`src/sv/gdbm_pkg.sv`:
```
// Shared types, constants and codes for the gated descriptor best-match block.
package gdbm_pkg;

   // Default sizes of the candidate and descriptor stores.
   localparam int MAX_CANDIDATES_DEF = 256;
   localparam int MAX_DESC_LEN_DEF   = 128;
   localparam int ELEM_BITS_DEF      = 8;

   // Configuration port shape and register indexes.
   localparam int CSR_INDEX_W = 2;
   localparam int CSR_DATA_W  = 34;

   localparam logic [CSR_INDEX_W-1:0] CSR_DESC_LENGTH = 2'd0;
   localparam logic [CSR_INDEX_W-1:0] CSR_RADIUS_SQ   = 2'd1;
   localparam logic [CSR_INDEX_W-1:0] CSR_SCORE_LIMIT = 2'd2;

   // Register reset values.
   localparam logic [7:0]  DESC_LENGTH_RST = 8'd64;
   localparam logic [33:0] RADIUS_SQ_RST   = 34'd1048576;
   localparam logic [15:0] SCORE_LIMIT_RST = 16'hFFFF;

   // Input beat command codes.
   typedef enum logic [1:0] {
      CMD_LOAD_POS   = 2'd0,
      CMD_LOAD_ELEM  = 2'd1,
      CMD_LOAD_QUERY = 2'd2,
      CMD_SEARCH     = 2'd3
   } cmd_code_type;

   // Controller states.
   typedef enum logic [3:0] {
      ST_IDLE,
      ST_CHECK,
      ST_POS_RD,
      ST_POS_DIFF,
      ST_POS_SQ,
      ST_POS_GATE,
      ST_ELEM,
      ST_DRAIN,
      ST_SCORE,
      ST_NEXT,
      ST_DONE
   } state_type;

   // Input beat payload.
   typedef struct packed {
      cmd_code_type       command;
      logic [7:0]         cand_index;
      logic [6:0]         elem_index;
      logic signed [15:0] pos_x;
      logic signed [15:0] pos_y;
      logic [7:0]         elem_value;
      logic [7:0]         query_value_a;
      logic [7:0]         query_value_b;
      logic [8:0]         cand_count;
   } req_data_type;

   // Result beat payload.
   typedef struct packed {
      logic        found;
      logic [7:0]  best_index;
      logic [15:0] best_score;
   } rsp_data_type;

   // Commands from the controller to the datapath.
   typedef struct packed {
      logic wr_pos;
      logic wr_elem;
      logic wr_query;
      logic search_start;
      logic elem_clear;
      logic elem_issue;
      logic best_update;
      logic cand_inc;
      logic rsp_load;
   } ctrl_cmd_type;

   // Status from the datapath to the controller.
   typedef struct packed {
      logic cand_done;
      logic gate_pass;
      logic len_zero;
      logic elem_last;
      logic rsp_free;
   } dp_status_type;

endpackage

```
`src/sv/gdbm_ctrl.sv`:
```
// Controller state machine that sequences loads and the candidate search.
module gdbm_ctrl
   import gdbm_pkg::*;
(
   input  logic          clock,
   input  logic          reset,
   input  logic          req_valid,
   input  cmd_code_type  req_command,
   input  dp_status_type status,
   output logic          req_stall,
   output ctrl_cmd_type  cmd
);

   state_type state_ff;
   state_type state_in;

   // State register.
   always_ff @(posedge clock) begin
      if (reset) begin
         state_ff <= ST_IDLE;
      end else begin
         state_ff <= state_in;
      end
   end

   // Next state.
   always_comb begin
      state_in = state_ff;
      unique case (state_ff)
         ST_IDLE: begin
            if (req_valid && (req_command == CMD_SEARCH)) begin
               state_in = ST_CHECK;
            end
         end
         ST_CHECK: begin
            state_in = status.cand_done ? ST_DONE : ST_POS_RD;
         end
         ST_POS_RD:   state_in = ST_POS_DIFF;
         ST_POS_DIFF: state_in = ST_POS_SQ;
         ST_POS_SQ:   state_in = ST_POS_GATE;
         ST_POS_GATE: begin
            if (!status.gate_pass) begin
               state_in = ST_NEXT;
            end else if (status.len_zero) begin
               state_in = ST_SCORE;
            end else begin
               state_in = ST_ELEM;
            end
         end
         ST_ELEM: begin
            if (status.elem_last) begin
               state_in = ST_DRAIN;
            end
         end
         ST_DRAIN: state_in = ST_SCORE;
         ST_SCORE: state_in = ST_NEXT;
         ST_NEXT:  state_in = ST_CHECK;
         ST_DONE: begin
            if (status.rsp_free) begin
               state_in = ST_IDLE;
            end
         end
         default: state_in = ST_IDLE;
      endcase
   end

   // Outputs.
   always_comb begin
      cmd       = '0;
      req_stall = 1'b1;
      unique case (state_ff)
         ST_IDLE: begin
            req_stall = 1'b0;
            if (req_valid) begin
               unique case (req_command)
                  CMD_LOAD_POS:   cmd.wr_pos       = 1'b1;
                  CMD_LOAD_ELEM:  cmd.wr_elem      = 1'b1;
                  CMD_LOAD_QUERY: cmd.wr_query     = 1'b1;
                  CMD_SEARCH:     cmd.search_start = 1'b1;
                  default: ;
               endcase
            end
         end
         ST_POS_GATE: cmd.elem_clear  = 1'b1;
         ST_ELEM:     cmd.elem_issue  = 1'b1;
         ST_SCORE:    cmd.best_update = 1'b1;
         ST_NEXT:     cmd.cand_inc    = 1'b1;
         ST_DONE:     cmd.rsp_load    = status.rsp_free;
         default: ;
      endcase
   end

endmodule

```
`config.mk`:
```
export PLATFORM = sky130hd
export DESIGN_NAME = gdbm_ctrl
export DESIGN_NICKNAME = d
export VERILOG_FILES = /design/src/sv/gdbm_pkg.sv /design/src/sv/gdbm_ctrl.sv
export SDC_FILE = /design/constraint.sdc
export NUM_CORES = 1
export LEC_CHECK = 0
export BUFFER_PORTS_ARGS = -buffer_cell sky130_fd_sc_hd__buf_4
export CAP_MARGIN = 10
export CORE_AREA = 2 2 39 41
export DETAILED_ROUTE_END_ITERATION = 10
export DIE_AREA = 0 0 41 43
export GPL_TIMING_DRIVEN = 1
export PLACE_DENSITY_LB_ADDON = 0.3
export SKIP_CTS_REPAIR_TIMING = 1
export SYNTH_ARGS = -nofsm -noshare
export SYNTH_HDL_FRONTEND = slang
export SYNTH_SLANG_ARGS = --single-unit
```
`constraint.sdc`:
```
create_clock -name clock -period 2.25 [get_ports clock]
set_clock_uncertainty 0.05 [all_clocks]
set_input_delay 0.1125 -clock clock [delete_from_list [all_inputs] [get_ports clock]]
set_output_delay 0.1125 -clock clock [all_outputs]
set_load 0.1 [all_outputs]
```
# [Word level (Yosys, flattened, before mapping)]
# Cells that the tools add are included.
[word_totals] regBits=4 inputBits=10 out_inout_bits=10 wordCells=40
[classes] n_eq_ne=16 muxes=19 n_reduce_logical=4
[ops] cell="4-bit one-hot mux with 11 select lines" n=1
[ops] cell="4-bit 2-to-1 mux" n=8
[ops] cell="4-bit by 3-bit equality test with 1-bit output, second input constant" n=4
[ops] cell="4-bit equality test, second input constant" n=3
[ops] cell="1-bit 2-to-1 mux" n=10
[ops] cell="4-bit by 2-bit equality test with 1-bit output, second input constant" n=2
[ops] cell="2-bit != test, second input constant" n=3
[ops] cell="2-bit equality test, second input constant" n=2
[ops] cell="4-bit by 1-bit equality test with 1-bit output, second input constant" n=1
[ops] cell="4-bit logical NOT" n=1
[ops] cell="3-bit AND reduction" n=1
[ops] cell="2-bit by 1-bit equality test with 1-bit output, second input constant" n=1
[ops] cell="2-bit logical NOT" n=1
[ops] cell="1-bit logical AND" n=1

# [Longest topological paths before layout]
# Gate-level depths: netlist of run 1.
[depth] depth_word=4 ltp_mapped=4 depth_no_buf=3

# [Least setup slack after synthesis of run 1]
# OpenSTA, ideal clock, no wires.
[synth_timing] path_type="flip-flop to output port" from="register state_ff[3]" to="output cmd[1] (netlist name)" t_arrival_ns=3.688 required_ns=2.088 slack_ns=-1.601 stages_incl_launch_ff=3 path_buffers=1 cell_sequence="dfxtp_1 buf_2 nor4b_1"
[synth_rtl] item="start: declaration" line_no="gdbm_ctrl.sv:14" rtl="state_type state_ff;"
[synth_rtl] item="start signal: assignment" line_no="gdbm_ctrl.sv:22" rtl="state_ff <= state_in;"
[synth_rtl] item="end: declaration" line_no="gdbm_ctrl.sv:11" rtl="output ctrl_cmd_type cmd"

==> out/metrics.cfg, run 1 <==
[finish]
reg.largest.list = state_ff (4)
fill_cells = 162
insertedDiodeCount = 0
largest_reg_flops = 4
top_register = state_ff
fin_cells = 87
drive_gt1_share_pct = 43.7
design_area_um2 = 574
area_growth_pct = 43.4
final_cell_mix = 19 x buf_4, 5 x nand3_1
multi_input_area_um2 = 290
final_common_cell = buf_4
regArea_um2 = 80.1
fin_nets = 83

[route]
vias = 461
vias_per_cell = 5.30
first_pass_iters = 2
drt_iter0_drc = 4
drt_wl_total_um = 1010
ant_nets = 0
avgRoutedWirePerCell_um = 11.6
drc_errors = 0

[critical_path]
worstPathArrival_ns = 1.77
path_cells = nor4_2 > nand3_1 > nor2_2 > buf_4
cp_max_fo = 13
cp.buffers_inverters = 1
max_stage_delay_ns = 0.48
cp_top_family = simple AND/OR/NAND/NOR gates
cp-start-kind = flop
end_kind = output port
worstPathRequired_ns = 2.09
crit_type = flop to output port
crit_slowest_cell = nor4_2

[global_routing]
grt_max_degree = 16
grt_pass1_wl_um = 1660
grt-ovfl-total = 0
grt_usage_pct = 14.3
grt_pass1_vias = 402
grt_antenna_before_repair = 0

[synth]
postSynthAreaPerCell_um2 = 7.55
yosysWarnings = 0
yosysSeqAreaShare_pct = 20.0
async_flop_share_pct = 0
ys_types = 28
synth_area_um2 = 400
synthFlopType = dfxtp_1
synth_edf_count = 0
syn_nets = 63
synth-seq-cells = 4
synthCells = 53

[floorplan]
design.core.area_um2 = 1380
ios = 20
initial_core_util_pct = 28.9
num_rows = 14
die-area_um2 = 1760
die_w_um = 41
die_h_um = 43

[power]
switching_share_pct = 61.8
power.leakage_uw = 0.000231
p_switching_uw = 481
irDropWorstVdd_uv = 642
p_int_uw = 298
p_comb_share_pct = 64.9
cellPowerDensity_nw_per_um2 = 1360
p_seq_share_pct = 23.2
clkPwrFrac_pct = 11.9

[min_path]
worstHoldPathType = input port to flop

[placement]
place_congestion = 0.785
place_area_um2 = 552
portBuffers = 19
dp_cells = 84
hpwl_um = 755

[clock_network]
clockBufferDepth = 2
cts-root-buf = clkbuf_4
clock_sinks = 4
cts_inserted_buffers = 3
cts_htree_levels = 1
clk_pin_slew_worst_paths_ns = 0.04
insertion_delay_ns = 0.24
cts_tree = built

[timing]
final_max_slew_viol_count = 0
maxSlewHeadroom_pct = 64.6
setup-tns-final_ns = 0
finalCritPeriodShare_pct = 86.0
hold_viol_final = 0
tightest_slew_ns = 0.530
max_freq_ghz = 0.517
grt_setup_unrepaired = false
finalSetupViolations = 0
period_minus_slack_ns = 1.94

[outcome]
status = finished clean

[job]
drv_cap = 0

## synthesized netlist by cell type, types with 2 or more instances
library cell	instances	share of area (%)
a21oi_1	3	3.7
buf_2	3	3.7
dfxtp_1	4	20
inv_1	4	3.7
nand2_1	2	1.9
nand2b_1	2	3.1
nand3_1	5	6.2
nand4bb_1	2	5.6
nor2_1	6	5.6
nor3_1	4	5.0
## final cells by class
type | count | share of cell area [%]
clock buffer | 3 | 3.92
inverter | 5 | 3.27
multi-input combinational | 40 | 50.5
sequential | 4 | 13.9
tap | 16 | 3.49
timing repair buffer | 19 | 24.8
## cells by family (layout without fill, tap and decap cells)
logic type,Yosys count,in the layout,share of synthesized area [%]
DFF,4,4,20.0
buffers and inverters,9,27,10.3
AOI/OAI and AO/OA,12,12,22.2
and+or+nand+nor,28,28,47.5
## through the flow
step	power [uW]	hold WS, ns	setup slack [ns]	util [%]
after global placement	687	0.266	0.590	39.9
after CTS	788	0.0120	0.282	41.5
final	778	0.0175	0.315	41.5
after global routing	828	0.0206	0.145	41.5
after detailed placement	692	0.269	0.535	39.9
after floorplan	603	0.132	-0.783	-
## final timing paths
kind	end	start	slack, ns	depth (start not counted)
max	cmd[6]	state_ff[1]	0.31	4
min	state_ff[2]	reset	0.02	2
max reg2reg	state_ff[0]	state_ff[2]	0.78	3
min reg2reg	state_ff[2]	state_ff[0]	0.63	2
## power groups by stage
stage / Clock (uW) / Combinational, uW / Sequential, uW
after floorplan: 0 / 493 / 109
after global placement: 0 / 507 / 180
after detailed placement: 0 / 510 / 182
after CTS: 97.2 / 510 / 181
after global routing: 101 / 537 / 190
final: 92.7 / 505 / 180
## routing by layer
metal	track usage [%]	up-vias	share of wire (%)
met5	0	-	0
met4	12.0	0	3.9
met1	16.3	208	42
li1	-	229	-
met3	5.24	5	8.9
met2	20.0	19	45
(Power assumes the default switching activity.)
==> run 2: changes to the inputs <==
SLEW_MARGIN = 20   (was unset)
clock period = 1.6 ns   (was 2.25 ns; I/O delays follow)
==> run 2 against run 1 <==
Effect of this change:
- wire length is 11% higher
- final cell count is 6.9% higher
- sequential power is 5% lower
- clock power is 36% higher
- largest power group unchanged
==> out/metrics.cfg, run 2 (same netlist as run 1, synthesis figures left out) <==
[timing]
final_max_slew_viol_count = 0
maxSlewHeadroom_pct = 79.5
hold_viol_final = 0
period_minus_slack_ns = 1.56
setup-tns-final_ns = 0
tightest_slew_ns = 0.305
finalSetupViolations = 0
max_freq_ghz = 0.641
whs_ns = 0.143
finalCritPeriodShare_pct = 97.5

[clock_network]
cts_inserted_buffers = 3
clk_pin_slew_worst_paths_ns = 0.04
cts-root-buf = clkbuf_4
clockBufferDepth = 2
insertion_delay_ns = 0.24
clock_sinks = 4
cts_htree_levels = 1
cts_tree = built

[floorplan]
die-area_um2 = 1760
num_rows = 14
design.core.area_um2 = 1380
initial_core_util_pct = 28.9
ios = 20
die_w_um = 41
die_h_um = 43

[finish]
area_growth_pct = 88.4
final_cell_mix = 16 x buf_4, 4 x inv_1, 4 x nand3_1, 4 x buf_6
top_register = state_ff
largest_reg_flops = 4
fin_nets = 89
reg.largest.list = state_ff (4)
design_area_um2 = 754
final_common_cell = buf_4
fin_cells = 93
insertedDiodeCount = 0
drive_gt1_share_pct = 55.8

[global_routing]
grt-ovfl-total = 0
grt_pass1_wl_um = 1690
grt_max_degree = 15
grt_pass1_vias = 426
grt_usage_pct = 14.1
grt_antenna_before_repair = 0

[job]
drv_cap = 0

[critical_path]
end_kind = output port
worstPathArrival_ns = 1.43
rr_endpoint = state_ff[0]
ff2ff_path_depth = 4
crit_type = flop to output port
cp-startpoint = state_ff[2]
crit_end = cmd[8]
r2r_start = state_ff[2]
cp_max_fo = 3
cp-start-kind = flop
r2r_setup_slack_ns = 0.25
worstPathRequired_ns = 1.47

[route]
ant_nets = 0
avgRoutedWirePerCell_um = 12.1
vias = 481
first_pass_iters = 4
drc_errors = 0
drt_wl_total_um = 1120
vias_per_cell = 5.17
drt_iter0_drc = 4

[placement]
portBuffers = 19
place_area_um2 = 651
hpwl_um = 831
dp_cells = 89
place_congestion = 0.737

[outcome]
status = finished clean

[min_path]
worstHoldPathType = input port to flop

[power]
irDropWorstVdd_uv = 720
cellPowerDensity_nw_per_um2 = 1770
power.leakage_uw = 0.000289

-- run 2: changes by cell type in the layout (fill, tap and decap cells not counted), moves of 2 or more --
| cell | change |
|---|---|
| buf_6 | +4 |
| nor3_4 | +3 |
| buf_12 | +2 |
| nor2_4 | +3 |
| buf_8 | +2 |
| buf_4 | -3 |
| nor3_1 | -3 |
| nor2_2 | -2 |
-- run 2: stage by stage --
step	setup WS [ns]	util, %	power, uW
after global routing	-0.0337	54.5	1410
after floorplan	-0.285	-	924
after global placement	0.204	47.0	1110
final	0.0397	54.5	1330
after CTS	-0.106	48.6	1250
after detailed placement	0.150	47.0	1120
-- run 2: per-layer routing --
layer  track usage (%)  part of all wire [%]  vias up
met5                 0                     0        -
met4              10.0                   1.7        0
li1                  -                     -      241
met2              22.5                    51       25
met3              2.62                   8.7        2
met1              15.5                    38      213
-- run 2: cell type report --
| type | instances | area (um2) |
|---|---|---|
| repair buffers | 25 | 245 |
| multi-input cells | 40 | 367 |
| clock buffers | 3 | 22.5 |
| inverters | 5 | 18.8 |
| fillers | 131 | 629 |
| flip-flops and latches | 4 | 81.3 |
| well taps | 16 | 20.0 |
-- run 2: power by group --
part / switching [uW] / total, uW / internal [uW]
Combinational: 696 / 1040 / 341
Clock: 42.0 / 126 / 83.9
Sequential: 37.4 / 171 / 134
-- run 2: worst max-delay path, stage by stage (launching register included) --
cell and delay [ns]:
dfxtp_2 0.32, nor4_4 0.35, nand2_2 0.15, nor3_4 0.17
buf_12 0.20
-- run 2: worst min path at each step --
stage / start / end / slack [ns] / depth (start not counted)
finish: status[0] / state_ff[1] / 0.14 / 4
global route: status[0] / state_ff[1] / 0.15 / 4
CTS: reset / state_ff[2] / -0.02 / 2
detailed placement: reset / state_ff[2] / 0.23 / 2
global placement: reset / state_ff[1] / 0.23 / 2
floorplan: reset / state_ff[2] / 0.1 / 1
==> run 3: changes to the inputs <==
CORE_AREA = unset   (was 2 2 39 41)
CORE_UTILIZATION = 30   (was unset)
DIE_AREA = unset   (was 0 0 41 43)
==> run 3 against run 2 <==
Effect of this change:
- final area stayed put
- combinational power barely moved
- total power about the same
- worst setup slack worse by 0.0027 ns
- maximum frequency is 0.17% lower
- first-iteration DRC count increased by 25%
- die area decreased by 16%
- sequential share of layout area rose by 0.17 points
- register-to-register slack about the same
- final cell count is 2.2% lower
==> out/metrics.cfg, run 3 (same netlist as run 1, synthesis figures left out) <==
[global_routing]
grt_pass1_wl_um = 1730
grt_antenna_before_repair = 0
grt-ovfl-total = 0
grt_max_degree = 15
grt_usage_pct = 16.6
grt_pass1_vias = 409

[placement]
place_congestion = 0.825
portBuffers = 19
dp_cells = 87
hpwl_um = 769
place_area_um2 = 648

[finish]
drive_gt1_share_pct = 57.1
reg.largest.list = state_ff (4)
area_growth_pct = 88.4
top_register = state_ff
fill_cells = 100
fin_cells = 91
design_area_um2 = 754
fin_nets = 89
final_cell_mix = 17 x buf_4, 4 x inv_1, 4 x nand3_1
final_common_cell = buf_4
largest_reg_flops = 4
insertedDiodeCount = 0

[timing]
finalCritPeriodShare_pct = 97.7
max_freq_ghz = 0.640
grt_setup_unrepaired = true
final_max_slew_viol_count = 0
finalSetupViolations = 0
maxSlewHeadroom_pct = 78.9
tightest_slew_ns = 0.314
hold_viol_final = 0
setup-tns-final_ns = 0
period_minus_slack_ns = 1.56

[power]
cellPowerDensity_nw_per_um2 = 1770
irDropWorstVdd_uv = 843
power.leakage_uw = 0.000289

[critical_path]
r2r_setup_slack_ns = 0.24
end_kind = output port
crit_type = flop to output port
rr_endpoint = state_ff[0]
r2r_start = state_ff[2]
cp-start-kind = flop
worstPathArrival_ns = 1.43
ff2ff_path_depth = 4
worstPathRequired_ns = 1.47
cp_max_fo = 3
cp-startpoint = state_ff[2]
crit_end = cmd[8]

[clock_network]
clockBufferDepth = 2
cts_htree_levels = 1
insertion_delay_ns = 0.22
cts_inserted_buffers = 3
clock_sinks = 4
cts-root-buf = clkbuf_4
cts_tree = built
clk_pin_slew_worst_paths_ns = 0.04

[floorplan]
initial_core_util_pct = 34.2
die_w_um = 38.5
num_rows = 12
die_h_um = 38.5
die-area_um2 = 1480
ios = 20
design.core.area_um2 = 1170

[min_path]
worstHoldPathType = input port to flop
hp-start = status[0]

[route]
first_pass_iters = 4
avgRoutedWirePerCell_um = 12.0
drt_iter0_drc = 5
ant_nets = 0
vias_per_cell = 5.04
drc_errors = 0
drt_wl_total_um = 1090
vias = 459

[job]
drv_cap = 0

[outcome]
status = finished clean

-- run 3: cell counts in the layout (fill, tap and decap cells not counted) --
No cell type changed its count.
-- run 3: power by group --
| part | leakage, uW | internal (uW) | switching [uW] | total [uW] |
|---|---|---|---|---|
| clock network | 0.0000138 | 83.5 | 34.5 | 118 |
| registers | 0.0000336 | 135 | 35.5 | 171 |
| logic | 0.000242 | 345 | 700 | 1050 |
-- run 3: worst min path at each step --
stage                     slack, ns  cells past startpoint     endpoint
after floorplan                 0.1                      1  state_ff[2]
after global placement         0.23                      2  state_ff[1]
after detailed placement       0.23                      2  state_ff[2]
after CTS                    -0.007                      2  state_ff[1]
after global routing           0.18                      4  state_ff[2]
final                          0.15                      4  state_ff[1]
-- run 3: cell type report --
type | instances | area (um2) | share of cell area, %
multi-input combinational | 40 | 367 | 48.6
tap | 14 | 17.5 | 2.32
sequential | 4 | 82.6 | 10.9
timing repair buffer | 25 | 246 | 32.7
inverter | 5 | 18.8 | 2.49
clock buffer | 3 | 22.5 | 2.99
-- run 3: layer usage --
| metal | wire, um | GRT usage, % |
|---|---|---|
| met3 | 34 | 1.74 |
| met2 | 553 | 23.8 |
| met4 | 0 | 10.3 |
| met1 | 502 | 23.2 |
| met5 | 0 | 0 |
-- run 3: stage by stage --
stage / setup slack, ns / hold slack, ns / power, uW / util, %
6_report: 0.0370 / 0.154 / 1330 / 64.4
5_1_grt: -0.0296 / 0.181 / 1410 / 64.4
4_1_cts: -0.102 / -0.00706 / 1240 / 57.3
3_5_place_dp: 0.145 / 0.232 / 1120 / 55.3
2_1_floorplan: -0.285 / 0.0953 / 924 / -
3_3_place_gp: 0.197 / 0.235 / 1110 / 55.3
-- run 3: worst max-delay path, cell delays in order (launching register included) --
cell,delay (ns)
dfxtp_2,0.33
nor4_4,0.36
nand2_2,0.15
nor3_4,0.17
buf_12,0.20
